## src/psc_pkg.sv

```systemverilog
// Shared constants, register indexes and types of the PID speed controller.
`default_nettype none

package psc_pkg;

    localparam int COUNT_W = 16;
    localparam int CFG_W = 16;
    localparam int CFG_IDX_W = 3;
    localparam int DUTY_W = 16;
    localparam int SPEED_W = 21;
    localparam int ERR_W = 21;
    localparam int DERR_W = 22;
    localparam int INTEG_W = 40;
    localparam int INTEG_LO_W = 20;
    localparam int SUM_W = 58;
    localparam int TDATA_IN_W = 16;
    localparam int TDATA_OUT_W = 40;

    localparam int GAIN_FRAC_BITS_DEF = 8;

    // Speed is count * 600 / 28, reduced to count * 150 / 7.
    localparam int SPEED_MUL = 600;
    localparam int SPEED_DIV = 28;
    localparam int SPEED_NUM = SPEED_MUL / 4;
    localparam int SPEED_DEN = SPEED_DIV / 4;
    localparam int PROD_W = 23;
    localparam int RECIP_SHIFT = 26;
    localparam int RECIP_MUL = (2 ** RECIP_SHIFT + SPEED_DEN - 1) / SPEED_DEN;
    localparam int QPROD_W = 47;
    localparam int SPEED_ABS_MAX = 702171;

    localparam logic [CFG_IDX_W-1:0] REG_TARGET_SPEED = 3'd0;
    localparam logic [CFG_IDX_W-1:0] REG_GAIN_P = 3'd1;
    localparam logic [CFG_IDX_W-1:0] REG_GAIN_I = 3'd2;
    localparam logic [CFG_IDX_W-1:0] REG_GAIN_D = 3'd3;
    localparam logic [CFG_IDX_W-1:0] REG_DUTY_MAX = 3'd4;

    localparam logic signed [CFG_W-1:0] TARGET_SPEED_RST = 16'sd400;
    localparam logic [CFG_W-1:0] GAIN_P_RST = 16'd5120;
    localparam logic [CFG_W-1:0] GAIN_I_RST = 16'd128;
    localparam logic [CFG_W-1:0] GAIN_D_RST = 16'd256;
    localparam logic [CFG_W-1:0] DUTY_MAX_RST = 16'd1000;

    localparam logic signed [INTEG_W-1:0] INTEG_MAX = {1'b0, {(INTEG_W-1){1'b1}}};
    localparam logic signed [INTEG_W-1:0] INTEG_MIN = {1'b1, {(INTEG_W-1){1'b0}}};

    typedef struct packed {
        logic signed [SPEED_W-1:0] speed;
        logic signed [ERR_W-1:0]   err;
        logic signed [DERR_W-1:0]  derr;
        logic signed [INTEG_W-1:0] integ;
    } psc_err_t;

endpackage

`default_nettype wire

```

## src/pid_speed_controller.sv

```systemverilog
// Top level of the PID speed controller with its configuration registers.
// Pipeline: seven register stages lie between a count transfer and its result.
// One count per cycle without back-pressure; integral and previous error update in one stage.
// Back-pressure on the result stream stalls each pipeline stage only once it is full.
// Reset clears all valid flags and the controller state and loads the register defaults.
`default_nettype none

module pid_speed_controller
    import psc_pkg::*;
#(
    parameter int GAIN_FRAC_BITS = GAIN_FRAC_BITS_DEF
)
(
    input  wire logic                   clk,
    input  wire logic                   rst_n,
    input  wire logic                   s_axis_tvalid,
    output logic                        s_axis_tready,
    input  wire logic [TDATA_IN_W-1:0]  s_axis_tdata,  // [15:0] encoder_count
    output logic                        m_axis_tvalid,
    input  wire logic                   m_axis_tready,
    output logic [TDATA_OUT_W-1:0]      m_axis_tdata,  // [15:0] pwm_duty, [36:16] measured_speed
    input  wire logic                   cfg_wr_en,
    input  wire logic [CFG_IDX_W-1:0]   cfg_index,
    input  wire logic [CFG_W-1:0]       cfg_wdata
);

    logic signed [CFG_W-1:0]   target_speed_reg;
    logic [CFG_W-1:0]          gain_p_reg;
    logic [CFG_W-1:0]          gain_i_reg;
    logic [CFG_W-1:0]          gain_d_reg;
    logic [CFG_W-1:0]          duty_max_reg;
    logic                      spd_valid;
    logic                      spd_ready;
    logic signed [SPEED_W-1:0] spd_speed;
    logic                      err_valid;
    logic                      err_ready;
    psc_err_t                  err_data;
    logic [DUTY_W-1:0]         res_duty;
    logic signed [SPEED_W-1:0] res_speed;

    always_ff @(posedge clk or negedge rst_n)
    begin
        if (!rst_n)
        begin
            target_speed_reg <= TARGET_SPEED_RST;
            gain_p_reg <= GAIN_P_RST;
            gain_i_reg <= GAIN_I_RST;
            gain_d_reg <= GAIN_D_RST;
            duty_max_reg <= DUTY_MAX_RST;
        end
        else if (cfg_wr_en)
        begin
            case (cfg_index)
                REG_TARGET_SPEED: target_speed_reg <= $signed(cfg_wdata);
                REG_GAIN_P:       gain_p_reg <= cfg_wdata;
                REG_GAIN_I:       gain_i_reg <= cfg_wdata;
                REG_GAIN_D:       gain_d_reg <= cfg_wdata;
                REG_DUTY_MAX:     duty_max_reg <= cfg_wdata;
                default:          ;
            endcase
        end
    end

    psc_speed u_speed (
        .clk       (clk),
        .rst_n     (rst_n),
        .in_valid  (s_axis_tvalid),
        .in_ready  (s_axis_tready),
        .in_count  ($signed(s_axis_tdata[COUNT_W-1:0])),
        .out_valid (spd_valid),
        .out_ready (spd_ready),
        .out_speed (spd_speed)
    );

    psc_integ u_integ (
        .clk          (clk),
        .rst_n        (rst_n),
        .target_speed (target_speed_reg),
        .in_valid     (spd_valid),
        .in_ready     (spd_ready),
        .in_speed     (spd_speed),
        .out_valid    (err_valid),
        .out_ready    (err_ready),
        .out_data     (err_data)
    );

    psc_mac #(
        .GAIN_FRAC_BITS (GAIN_FRAC_BITS)
    ) u_mac (
        .clk       (clk),
        .rst_n     (rst_n),
        .gain_p    (gain_p_reg),
        .gain_i    (gain_i_reg),
        .gain_d    (gain_d_reg),
        .duty_max  (duty_max_reg),
        .in_valid  (err_valid),
        .in_ready  (err_ready),
        .in_data   (err_data),
        .out_valid (m_axis_tvalid),
        .out_ready (m_axis_tready),
        .out_duty  (res_duty),
        .out_speed (res_speed)
    );

    assign m_axis_tdata = {{(TDATA_OUT_W-DUTY_W-SPEED_W){1'b0}}, res_speed, res_duty};

endmodule

`default_nettype wire

```

## src/psc_speed.sv

```systemverilog
// Encoder count to speed conversion pipeline: count * 150 / 7, truncated toward zero.
`default_nettype none

module psc_speed
    import psc_pkg::*;
(
    input  wire logic                      clk,
    input  wire logic                      rst_n,
    input  wire logic                      in_valid,
    output logic                           in_ready,
    input  wire logic signed [COUNT_W-1:0] in_count,
    output logic                           out_valid,
    input  wire logic                      out_ready,
    output logic signed [SPEED_W-1:0]      out_speed
);

    logic                      v1_reg;
    logic                      v2_reg;
    logic                      v3_reg;
    logic                      rdy1;
    logic                      rdy2;
    logic                      rdy3;
    logic signed [COUNT_W-1:0] count_reg;
    logic [PROD_W-1:0]         prod_reg;
    logic [PROD_W-1:0]         prod_next;
    logic                      neg_reg;
    logic signed [SPEED_W-1:0] speed_reg;
    logic signed [SPEED_W-1:0] speed_next;
    logic signed [COUNT_W:0]   cnt_ext;
    logic [COUNT_W:0]          cnt_abs;
    logic [QPROD_W-1:0]        qprod;
    logic [SPEED_W-1:0]        quot;

    assign rdy3 = !v3_reg || out_ready;
    assign rdy2 = !v2_reg || rdy3;
    assign rdy1 = !v1_reg || rdy2;
    assign in_ready = rdy1;
    assign out_valid = v3_reg;
    assign out_speed = speed_reg;

    always_comb
    begin
        cnt_ext = {count_reg[COUNT_W-1], count_reg};
        cnt_abs = count_reg[COUNT_W-1] ? (COUNT_W+1)'(-cnt_ext) : (COUNT_W+1)'(cnt_ext);
        prod_next = PROD_W'(cnt_abs * (COUNT_W+1)'(SPEED_NUM));
    end

    // Division by seven as a multiply by the rounded-up reciprocal.
    always_comb
    begin
        qprod = QPROD_W'(prod_reg) * QPROD_W'(RECIP_MUL);
        quot = qprod[RECIP_SHIFT +: SPEED_W];
        speed_next = neg_reg ? -$signed(quot) : $signed(quot);
    end

    always_ff @(posedge clk or negedge rst_n)
    begin
        if (!rst_n)
        begin
            v1_reg <= 1'b0;
            v2_reg <= 1'b0;
            v3_reg <= 1'b0;
        end
        else
        begin
            if (rdy1)
                v1_reg <= in_valid;
            if (rdy2)
                v2_reg <= v1_reg;
            if (rdy3)
                v3_reg <= v2_reg;
        end
    end

    always_ff @(posedge clk)
    begin
        if (rdy1 && in_valid)
            count_reg <= in_count;
        if (rdy2 && v1_reg)
        begin
            prod_reg <= prod_next;
            neg_reg <= count_reg[COUNT_W-1];
        end
        if (rdy3 && v2_reg)
            speed_reg <= speed_next;
    end

endmodule

`default_nettype wire

```

## src/psc_integ.sv

```systemverilog
// Error, saturating integral and error difference stage with the controller state.
`default_nettype none

module psc_integ
    import psc_pkg::*;
(
    input  wire logic                      clk,
    input  wire logic                      rst_n,
    input  wire logic signed [CFG_W-1:0]   target_speed,
    input  wire logic                      in_valid,
    output logic                           in_ready,
    input  wire logic signed [SPEED_W-1:0] in_speed,
    output logic                           out_valid,
    input  wire logic                      out_ready,
    output psc_err_t                       out_data
);

    logic                      valid_reg;
    psc_err_t                  data_reg;
    psc_err_t                  data_next;
    logic signed [ERR_W-1:0]   prev_err_reg;
    logic signed [INTEG_W-1:0] integ_reg;
    logic signed [INTEG_W:0]   integ_sum;
    logic                      take;

    assign in_ready = !valid_reg || out_ready;
    assign take = in_valid && in_ready;
    assign out_valid = valid_reg;
    assign out_data = data_reg;

    always_comb
    begin
        data_next.speed = in_speed;
        data_next.err = ERR_W'(target_speed) - in_speed;
        data_next.derr = DERR_W'(data_next.err) - DERR_W'(prev_err_reg);
        integ_sum = (INTEG_W+1)'(integ_reg) + (INTEG_W+1)'(data_next.err);
        if (integ_sum[INTEG_W] != integ_sum[INTEG_W-1])
            data_next.integ = integ_sum[INTEG_W] ? INTEG_MIN : INTEG_MAX;
        else
            data_next.integ = integ_sum[INTEG_W-1:0];
    end

    always_ff @(posedge clk or negedge rst_n)
    begin
        if (!rst_n)
        begin
            valid_reg <= 1'b0;
            prev_err_reg <= '0;
            integ_reg <= '0;
        end
        else
        begin
            if (in_ready)
                valid_reg <= in_valid;
            if (take)
            begin
                prev_err_reg <= data_next.err;
                integ_reg <= data_next.integ;
            end
        end
    end

    always_ff @(posedge clk)
    begin
        if (take)
            data_reg <= data_next;
    end

endmodule

`default_nettype wire

```

## src/psc_mac.sv

```systemverilog
// Gain multiply, controller sum and duty clamp pipeline.
`default_nettype none

module psc_mac
    import psc_pkg::*;
#(
    parameter int GAIN_FRAC_BITS = GAIN_FRAC_BITS_DEF
)
(
    input  wire logic                 clk,
    input  wire logic                 rst_n,
    input  wire logic [CFG_W-1:0]     gain_p,
    input  wire logic [CFG_W-1:0]     gain_i,
    input  wire logic [CFG_W-1:0]     gain_d,
    input  wire logic [CFG_W-1:0]     duty_max,
    input  wire logic                 in_valid,
    output logic                      in_ready,
    input  wire psc_err_t             in_data,
    output logic                      out_valid,
    input  wire logic                 out_ready,
    output logic [DUTY_W-1:0]         out_duty,
    output logic signed [SPEED_W-1:0] out_speed
);

    localparam int PP_P_W = CFG_W + 1 + ERR_W;
    localparam int PP_D_W = CFG_W + 1 + DERR_W;
    localparam int PP_ILO_W = CFG_W + INTEG_LO_W;
    localparam int PP_IHI_W = CFG_W + 1 + INTEG_W - INTEG_LO_W;

    logic                       v1_reg;
    logic                       v2_reg;
    logic                       v3_reg;
    logic                       rdy1;
    logic                       rdy2;
    logic                       rdy3;
    logic signed [PP_P_W-1:0]   pp_p_reg;
    logic signed [PP_D_W-1:0]   pp_d_reg;
    logic [PP_ILO_W-1:0]        pp_ilo_reg;
    logic signed [PP_IHI_W-1:0] pp_ihi_reg;
    logic signed [PP_P_W-1:0]   pp_p_next;
    logic signed [PP_D_W-1:0]   pp_d_next;
    logic [PP_ILO_W-1:0]        pp_ilo_next;
    logic signed [PP_IHI_W-1:0] pp_ihi_next;
    logic signed [SPEED_W-1:0]  speed1_reg;
    logic signed [SPEED_W-1:0]  speed2_reg;
    logic signed [SPEED_W-1:0]  speed3_reg;
    logic signed [SUM_W-1:0]    sum_reg;
    logic signed [SUM_W-1:0]    sum_next;
    logic signed [SUM_W-1:0]    sum_sh;
    logic [DUTY_W-1:0]          duty_reg;
    logic [DUTY_W-1:0]          duty_next;
    logic signed [CFG_W:0]      gp_s;
    logic signed [CFG_W:0]      gi_s;
    logic signed [CFG_W:0]      gd_s;

    assign rdy3 = !v3_reg || out_ready;
    assign rdy2 = !v2_reg || rdy3;
    assign rdy1 = !v1_reg || rdy2;
    assign in_ready = rdy1;
    assign out_valid = v3_reg;
    assign out_duty = duty_reg;
    assign out_speed = speed3_reg;

    // The integral product is split into a low unsigned and a high signed half.
    always_comb
    begin
        gp_s = {1'b0, gain_p};
        gi_s = {1'b0, gain_i};
        gd_s = {1'b0, gain_d};
        pp_p_next = gp_s * in_data.err;
        pp_d_next = gd_s * in_data.derr;
        pp_ilo_next = PP_ILO_W'(gain_i) * PP_ILO_W'(in_data.integ[INTEG_LO_W-1:0]);
        pp_ihi_next = gi_s * $signed(in_data.integ[INTEG_W-1:INTEG_LO_W]);
    end

    always_comb
    begin
        sum_next = SUM_W'(pp_p_reg) + SUM_W'(pp_d_reg)
                 + $signed(SUM_W'(pp_ilo_reg))
                 + (SUM_W'(pp_ihi_reg) <<< INTEG_LO_W);
    end

    always_comb
    begin
        sum_sh = sum_reg >>> GAIN_FRAC_BITS;
        if (sum_reg[SUM_W-1] || (sum_reg == '0))
            duty_next = '0;
        else if ((|sum_sh[SUM_W-1:DUTY_W]) || (sum_sh[DUTY_W-1:0] > duty_max))
            duty_next = duty_max;
        else
            duty_next = sum_sh[DUTY_W-1:0];
    end

    always_ff @(posedge clk or negedge rst_n)
    begin
        if (!rst_n)
        begin
            v1_reg <= 1'b0;
            v2_reg <= 1'b0;
            v3_reg <= 1'b0;
        end
        else
        begin
            if (rdy1)
                v1_reg <= in_valid;
            if (rdy2)
                v2_reg <= v1_reg;
            if (rdy3)
                v3_reg <= v2_reg;
        end
    end

    always_ff @(posedge clk)
    begin
        if (rdy1 && in_valid)
        begin
            pp_p_reg <= pp_p_next;
            pp_d_reg <= pp_d_next;
            pp_ilo_reg <= pp_ilo_next;
            pp_ihi_reg <= pp_ihi_next;
            speed1_reg <= in_data.speed;
        end
        if (rdy2 && v1_reg)
        begin
            sum_reg <= sum_next;
            speed2_reg <= speed1_reg;
        end
        if (rdy3 && v2_reg)
        begin
            duty_reg <= duty_next;
            speed3_reg <= speed2_reg;
        end
    end

endmodule

`default_nettype wire

```

## config.mk

```make
export PLATFORM = sky130hd
export DESIGN_NAME = pid_speed_controller
export DESIGN_NICKNAME = d
export VERILOG_FILES = /design/src/psc_pkg.sv /design/src/pid_speed_controller.sv /design/src/psc_speed.sv /design/src/psc_integ.sv /design/src/psc_mac.sv
export SDC_FILE = /design/constraint.sdc
export NUM_CORES = 2
export LEC_CHECK = 0
export ABC_CLOCK_PERIOD_IN_PS = 16400
export BUFFER_PORTS_ARGS = -buffer_cell sky130_fd_sc_hd__clkbuf_2
export CORE_MARGIN = 10
export CORE_UTILIZATION = 61
export CTS_CLUSTER_DIAMETER = 30
export DETAILED_ROUTE_END_ITERATION = 6
export PLACE_DENSITY_LB_ADDON = 0.2
export SYNTH_ARGS = -nofsm -noshare
export SYNTH_HDL_FRONTEND = slang
export SYNTH_HIERARCHICAL = 1
export SYNTH_SLANG_ARGS = --single-unit
```

## constraint.sdc

```tcl
create_clock -name clk -period 16.4 [get_ports clk]
set_input_delay 1.64 -clock clk [delete_from_list [all_inputs] [get_ports clk]]
set_output_delay 1.64 -clock clk [all_outputs]
set_load 0.03 [all_outputs]
```

# --- Word-level counts from Yosys, hierarchy flattened ---
# Cells that the tools add are included.
totals:
  output_inout_bits: 42
  in_bits: 40
  reg_bits: 599
op_classes:
  eq_ne: 5
  add_sub_neg: 8
  n_mux: 5
  n_reduce_logical: 31
  magnitude_cmp: 1
  mul: 6
ops:
  columns: ["op", "count"]
  rows:
  - ["40-bit 2-to-1 mux", 2]
  - ["58-bit by 37-bit adder with 58-bit output", 1]
  - ["58-bit by 57-bit adder with 58-bit output", 1]
  - ["58-bit zero test", 1]
  - ["22-bit by 24-bit multiplier with 46-bit output (second input constant)", 1]
  - ["40-bit by 21-bit adder with 41-bit output", 1]
  - ["38-bit by 39-bit adder with 40-bit output", 1]
  - ["17-bit by 22-bit multiplier with 39-bit output", 1]
  - ["17-bit by 21-bit multiplier with 38-bit output", 1]
  - ["17-bit by 20-bit multiplier with 37-bit output", 1]
  - ["16-bit by 20-bit multiplier with 36-bit output", 1]
  - ["34-bit OR reduction", 1]
  - ["17-bit by 7-bit multiplier with 22-bit output (second input constant)", 1]
  - ["21-bit by 21-bit subtractor with 22-bit output", 1]
  - ["21-bit 2-to-1 mux", 1]
  - ["21-bit negator", 1]
  - ["16-bit by 21-bit subtractor with 21-bit output", 1]
  - ["17-bit 2-to-1 mux", 1]
  - ["16-bit negator with 17-bit output", 1]
  - ["16-bit > comparator", 1]
  - ["16-bit 2-to-1 mux", 1]
  - ["2-bit AND reduction", 5]
  - ["1-bit logical OR", 9]
  - ["1-bit logical AND", 7]
  - ["6 further kinds", 13]

# --- Logic depth before layout (Yosys ltp) ---
depth:
  depth_word: 9
  ltp_mapped: 26
  ltp_nobuf: 26

# --- Hierarchy ---
# Netlist, hierarchy kept.
modules_own_cells:
  columns: ["module", "seq_area_each_um2", "n_inst", "cells_per_inst", "area_per_inst_um2"]
  rows:
  - ["psc_mac", 8693.3, 1, 6413, 62252.2]
  - ["psc_speed", 1876.8, 1, 1065, 10779.1]
  - ["psc_integ", 4674.5, 1, 1024, 10013.4]
  - ["pid_speed_controller", 2018.2, 1, 177, 3093.0]

# --- Least setup slack after synthesis ---
# No wires, ideal clock.
synth_timing:
  kind: "register to register"
  start: "register u_speed.prod_reg[14]"
  end: "register u_speed.speed_reg[16], in the netlist u_speed/out_speed[16] (data pin)"
  arrival_ns: 6.479
  stages_incl_launch_ff: 25
  setup_ns: 0.268
  required_ns: 16.132
  synth_period_minus_slack_ns: 6.746
  path_slack_ns: 9.654
  path_cell_list: "edfxtp_1 > ha_1 > ha_1 > fa_1 > inv_1 > fa_1 > fa_1 > fa_1 > fa_1 > inv_1 > ha_1 > and3_1 > and2_0 > a221o_1 > o21bai_1 > a21oi_1 > xnor2_1 > inv_1 > ha_1 > inv_1 > a2111oi_2 > nand2b_1 > or3_1 > o41ai_1 > xnor2_1"
synth_between:
  elab_chain_cells: 3
synth_lines:
  columns: ["element", "line", "rtl"]
  rows:
  - ["from (decl)", "psc_speed.sv:24", "logic [PROD_W-1:0] prod_reg;"]
  - ["from (signal assigned)", "psc_speed.sv:81", "prod_reg <= prod_next;"]
  - ["22-bit by 24-bit multiplier with 46-bit output (*)", "psc_speed.sv:51", "qprod = QPROD_W'(prod_reg) * QPROD_W'(RECIP_MUL);"]
  - ["21-bit negator", "psc_speed.sv:53", "speed_next = neg_reg ? -$signed(quot) : $signed(quot);"]
  - ["21-bit 2-to-1 mux (*)", "psc_speed.sv:53", null]
  - ["named net u_speed.speed_next[16]", "psc_speed.sv:28", "logic signed [SPEED_W-1:0] speed_next;"]
  - ["to (signal assigned)", "psc_speed.sv:85", "speed_reg <= speed_next;"]
  - ["to (decl)", "psc_speed.sv:27", "logic signed [SPEED_W-1:0] speed_reg;"]
# Mark *: on every way through the listed nets, which the timed path passes. The rest lies on a longest branch.
# A chain may end at the register's enable or synchronous reset.

# --- Worst setup path after layout ---
layout_timing:
  start: "register gain_i_reg[9]"
  end: "register u_mac.pp_ihi_reg[35] (data pin)"
layout_between:
  elab_chain_cells: 1
layout_lines:
  columns: ["element", "line", "rtl"]
  rows:
  - ["from (decl)", "pid_speed_controller.sv:29", "logic [CFG_W-1:0] gain_i_reg;"]
  - ["from (signal assigned)", "pid_speed_controller.sv:56", "REG_GAIN_I: gain_i_reg <= cfg_wdata;"]
  - ["17-bit by 20-bit multiplier with 37-bit output", "psc_mac.sv:73", "pp_ihi_next = gi_s * $signed(in_data.integ[INTEG_W-1:INTEG_LO_W]);"]
  - ["named net u_mac.pp_ihi_next[35]", "psc_mac.sv:43", "logic signed [PP_IHI_W-1:0] pp_ihi_next;"]
  - ["to (signal assigned)", "psc_mac.sv:120", "pp_ihi_reg <= pp_ihi_next;"]
  - ["to (decl)", "psc_mac.sv:39", "logic signed [PP_IHI_W-1:0] pp_ihi_reg;"]
# The timed path passes the listed nets, and every way through them passes these cells.

==> results by stage <==
Status:
- The run finished with clean final reports.

Cells and area:
- In the final design database the tool counted 11000 nets.
- The layout overhead on the synthesized area is 8.31%.
- The end-of-flow core utilization is 66.7%.
- The filler cells instantiated in the layout total 10800.
- Summing all multi-input logic gate instances after layout gives 0.0608 mm2.
- In the final layout, the share of cells above drive strength 1 is 6.21%.
- The number of flip-flops in the largest register is 104.
- Registers take 0.0173 mm2.

CTS:
- The number of levels the H-tree was split into is 4.
- The maximum clock insertion buffer count is 3.
- After clock tree synthesis, the flow added hold-fix buffers numbering 0.
- The number of gates resized after CTS was 0.
- The CTS tree is done.
- The clock latency at the later pin of the worst-skew pair is 0.78 ns.
- After clock tree synthesis, the clock-pin slew on the worst setup and hold paths is 0.06 ns.
- The clock root buffer is clkbuf_16.
- Counting every sink on the clock net gives 599.
- The buffer count from post-CTS setup fixing is 0.
- The clock buffer count from CTS is 140.

STA:
- The relative slew slack is 12.4%.
- Setup repair after global routing left no endpoint under its margin.
- The final count of hold timing violations is 0.
- The pin slew with the least headroom to its limit is 1.31 ns.
- Between clock sinks in the finished design, the worst skew comes to 0.0488 ns.
- The smallest clock period supported by the final layout is computed as 7.67 ns.
- The number of max-slew violations in the final report was 0.
- Setup violations remaining at the end of the flow were counted as 0.
- After routing, the total negative slack on setup checks comes to 0 ns.
- The final period utilization is 46.8%.
- Timing would allow up to 0.130 GHz.

Synth:
- The area share of the leading cell type in the synthesized netlist is 33.6%.
- In this run, synthesis produced a sequential element count of 599.
- The async set or reset register ratio after synthesis is 24.7%.
- The biggest area contributor in the post-synthesis netlist is fa_1.
- inv_1 is the most common cell in the netlist.
- Sorting the synthesized cells by how often they occur yields inv_1, fa_1, nand2_1.
- For this run, the leading register cell type out of synthesis is edfxtp_1.
- The synthesized instance count is 8679.
- The synthesized netlist occupies a cell area of 0.0861 mm2.
- The part of the Yosys area used for sequential elements is 20.0%.
- The number of synthesized flops with an enable pin is 451.
- The post-synthesis area per instance is 9.92 um2.
- For this run, the number of Yosys warnings is 6.
- Yosys attributes the largest share of cell area to fa_1, edfxtp_1, ha_1.
- The number of library cell types mapped by synthesis is 109.

Min path:
- The origin of the worst min-delay path is u_integ/out_data[86].
- The tightest min-delay check is of the flip-flop to flip-flop type.

Floorplan:
- The number of rows in the core area is 137.
- The effective utilization at floorplan is 61.6%.
- The count of boundary I/O pins is 82.
- The die footprint is 0.157 mm2.
- The area of the core region is 0.140 mm2.
- In this run the vertical extent of the chip is 396 um.
- The die width is 396 um.

Setup path:
- The critical path startpoint category is a flip-flop.
- The top fanout value on the critical path is 24.
- The start of the worst register-to-register path is gain_i_reg[9].
- The timing startpoint of the critical path is gain_i_reg[9].
- The worst setup path is captured at a flip-flop.
- For the worst setup path, the data required time is 16.91 ns.
- The arrival time reported for the critical path endpoint is 8.17 ns.
- The type of the worst setup path is flip-flop to flip-flop.

Flow run:
- Max-cap violations in this run came to 0.

Global routing:
- Across every metal layer, demand over resource in global routing totals 29.0%.
- The total overflow left after global routing is 0.
- The first global-routing pass estimated 358 mm of wire.
- The initial antenna violation count is 10.
- The maximum number of pins on one net before global-route repair is 84.
- The number of global-route vias before repair is 65200.

Routing:
- The average vias per placed instance is 5.72.
- In the routed design, unresolved DRC markers number 0.
- The average wire per cell in the routed design is 21.0 um.
- After the first detailed-routing iteration, the DRC count stood at 4449.
- Before antenna repair, the detailed router went through 6 iterations.
- The post-route antenna net violation count is 0.
- The total number of vias is 60900.
- The total routed wirelength is 224 mm.

Placement:
- The placed wire-length estimate is 175 mm.
- Routability-driven placement finished with a final weighted congestion of 0.974.
- During placement, the flow inserted port buffers numbering 78.
-- placed cells by master, fill, tap and decap left out, types with 13 or more instances in the layout --
master,instances
nand4_1,48
clkbuf_2,77
nor4_1,27
o21ai_1,33
a211oi_1,33
a31oi_1,33
xor2_1,85
mux2_2,93
and2_1,589
nand3_1,93
clkinv_2,19
nand2b_1,52
nor2b_1,37
o211ai_1,25
a21oi_1,302
buf_4,43
nand2_1,980
ha_1,824
o31ai_1,20
and3_1,40
dfstp_2,13
nor2_1,229
o21ai_0,189
a21boi_0,13
inv_1,1843
fa_1,1446
clkinvlp_4,15
nor3_1,51
inv_6,16
edfxtp_1,451
a31o_2,13
o21bai_1,41
xnor2_1,236
a21o_1,138
dfrtp_1,135
bufinv_16,24
clkbuf_16,142
o21a_1,48
or3_1,24
-- metal layers --
| layer | GRT usage, % | vias to the layer above | wire [um] |
|---|---|---|---|
| li1 | - | 27300 | - |
| met1 | 37.6 | 30900 | 90400 |
| met2 | 46.8 | 2295 | 105000 |
| met3 | 6.13 | 488 | 17800 |
| met4 | 13.3 | 0 | 10800 |
| met5 | 0 | - | 0 |
-- critical path, cell delays in order (launching register included) --
cell and delay (ns):
dfrtp_1 0.81, buf_4 0.42, nand2_1 0.13, fa_1 0.56, inv_1 0.06, fa_1 0.50, inv_1 0.05, fa_1 0.52
inv_1 0.05, fa_1 0.46, fa_1 0.50, inv_1 0.05, fa_1 0.47, inv_1 0.04, ha_1 0.32, a21o_1 0.18
a21o_1 0.16, a21oi_1 0.24, nand3b_1 0.13, o31ai_1 0.56, a21oi_1 0.24, a311oi_1 0.45, nor2_1 0.14, a21oi_1 0.21
xnor2_1 0.11
-- cells by family after synthesis --
kind of cell               Yosys count  share of synthesized area [%]
buffers and inverters             2136                           9.42
other                                2                        0.00872
DFF                                599                           20.0
muxes                               99                           1.29
and+or+nand+nor                   2237                           12.7
AOI/OAI and AO/OA                 1014                           7.69
xor gates and xnor gates           322                           3.29
adders and majority gates         2270                           45.6
-- area by class of cell --
class | count | share of cell area (%)
multi-input combinational | 5948 | 65.2
sequential | 599 | 18.5
inverter | 1844 | 7.42
clock buffer | 157 | 3.93
tap | 1876 | 2.52
clock inverter | 105 | 1.67
timing repair buffer | 121 | 0.771
antenna | 7 | 0.0188
-- metrics by stage --
step	worst slack, ns	instances	area (um2)	hold slack (ns)
3_3_place_gp	9.11	10400	88100	0.407
5_1_grt	8.32	10700	93300	0.412
3_5_place_dp	8.86	10400	88100	0.405
2_1_floorplan	9.65	8683	86200	0.400
6_report	8.73	10700	93300	0.402
4_1_cts	8.86	10700	93300	0.407
-- path summary, 6_finish.rpt --
check	endpoint	slack (ns)	depth (start not counted)
max reg2reg	u_mac/pp_ihi_reg[35]	8.73	24
min reg2reg	u_mac/speed1_reg[3]	0.40	0
min in group asynchronous	u_mac/out_valid	0.90	1
max in group asynchronous	gain_d_reg[14]	13.61	3
min	u_mac/speed1_reg[3]	0.40	0
max	u_mac/pp_ihi_reg[35]	8.73	24
Power is left out: the tool's default activity adds up to more than one toggle a clock period on the data nets, which glitch-free logic cannot reach.
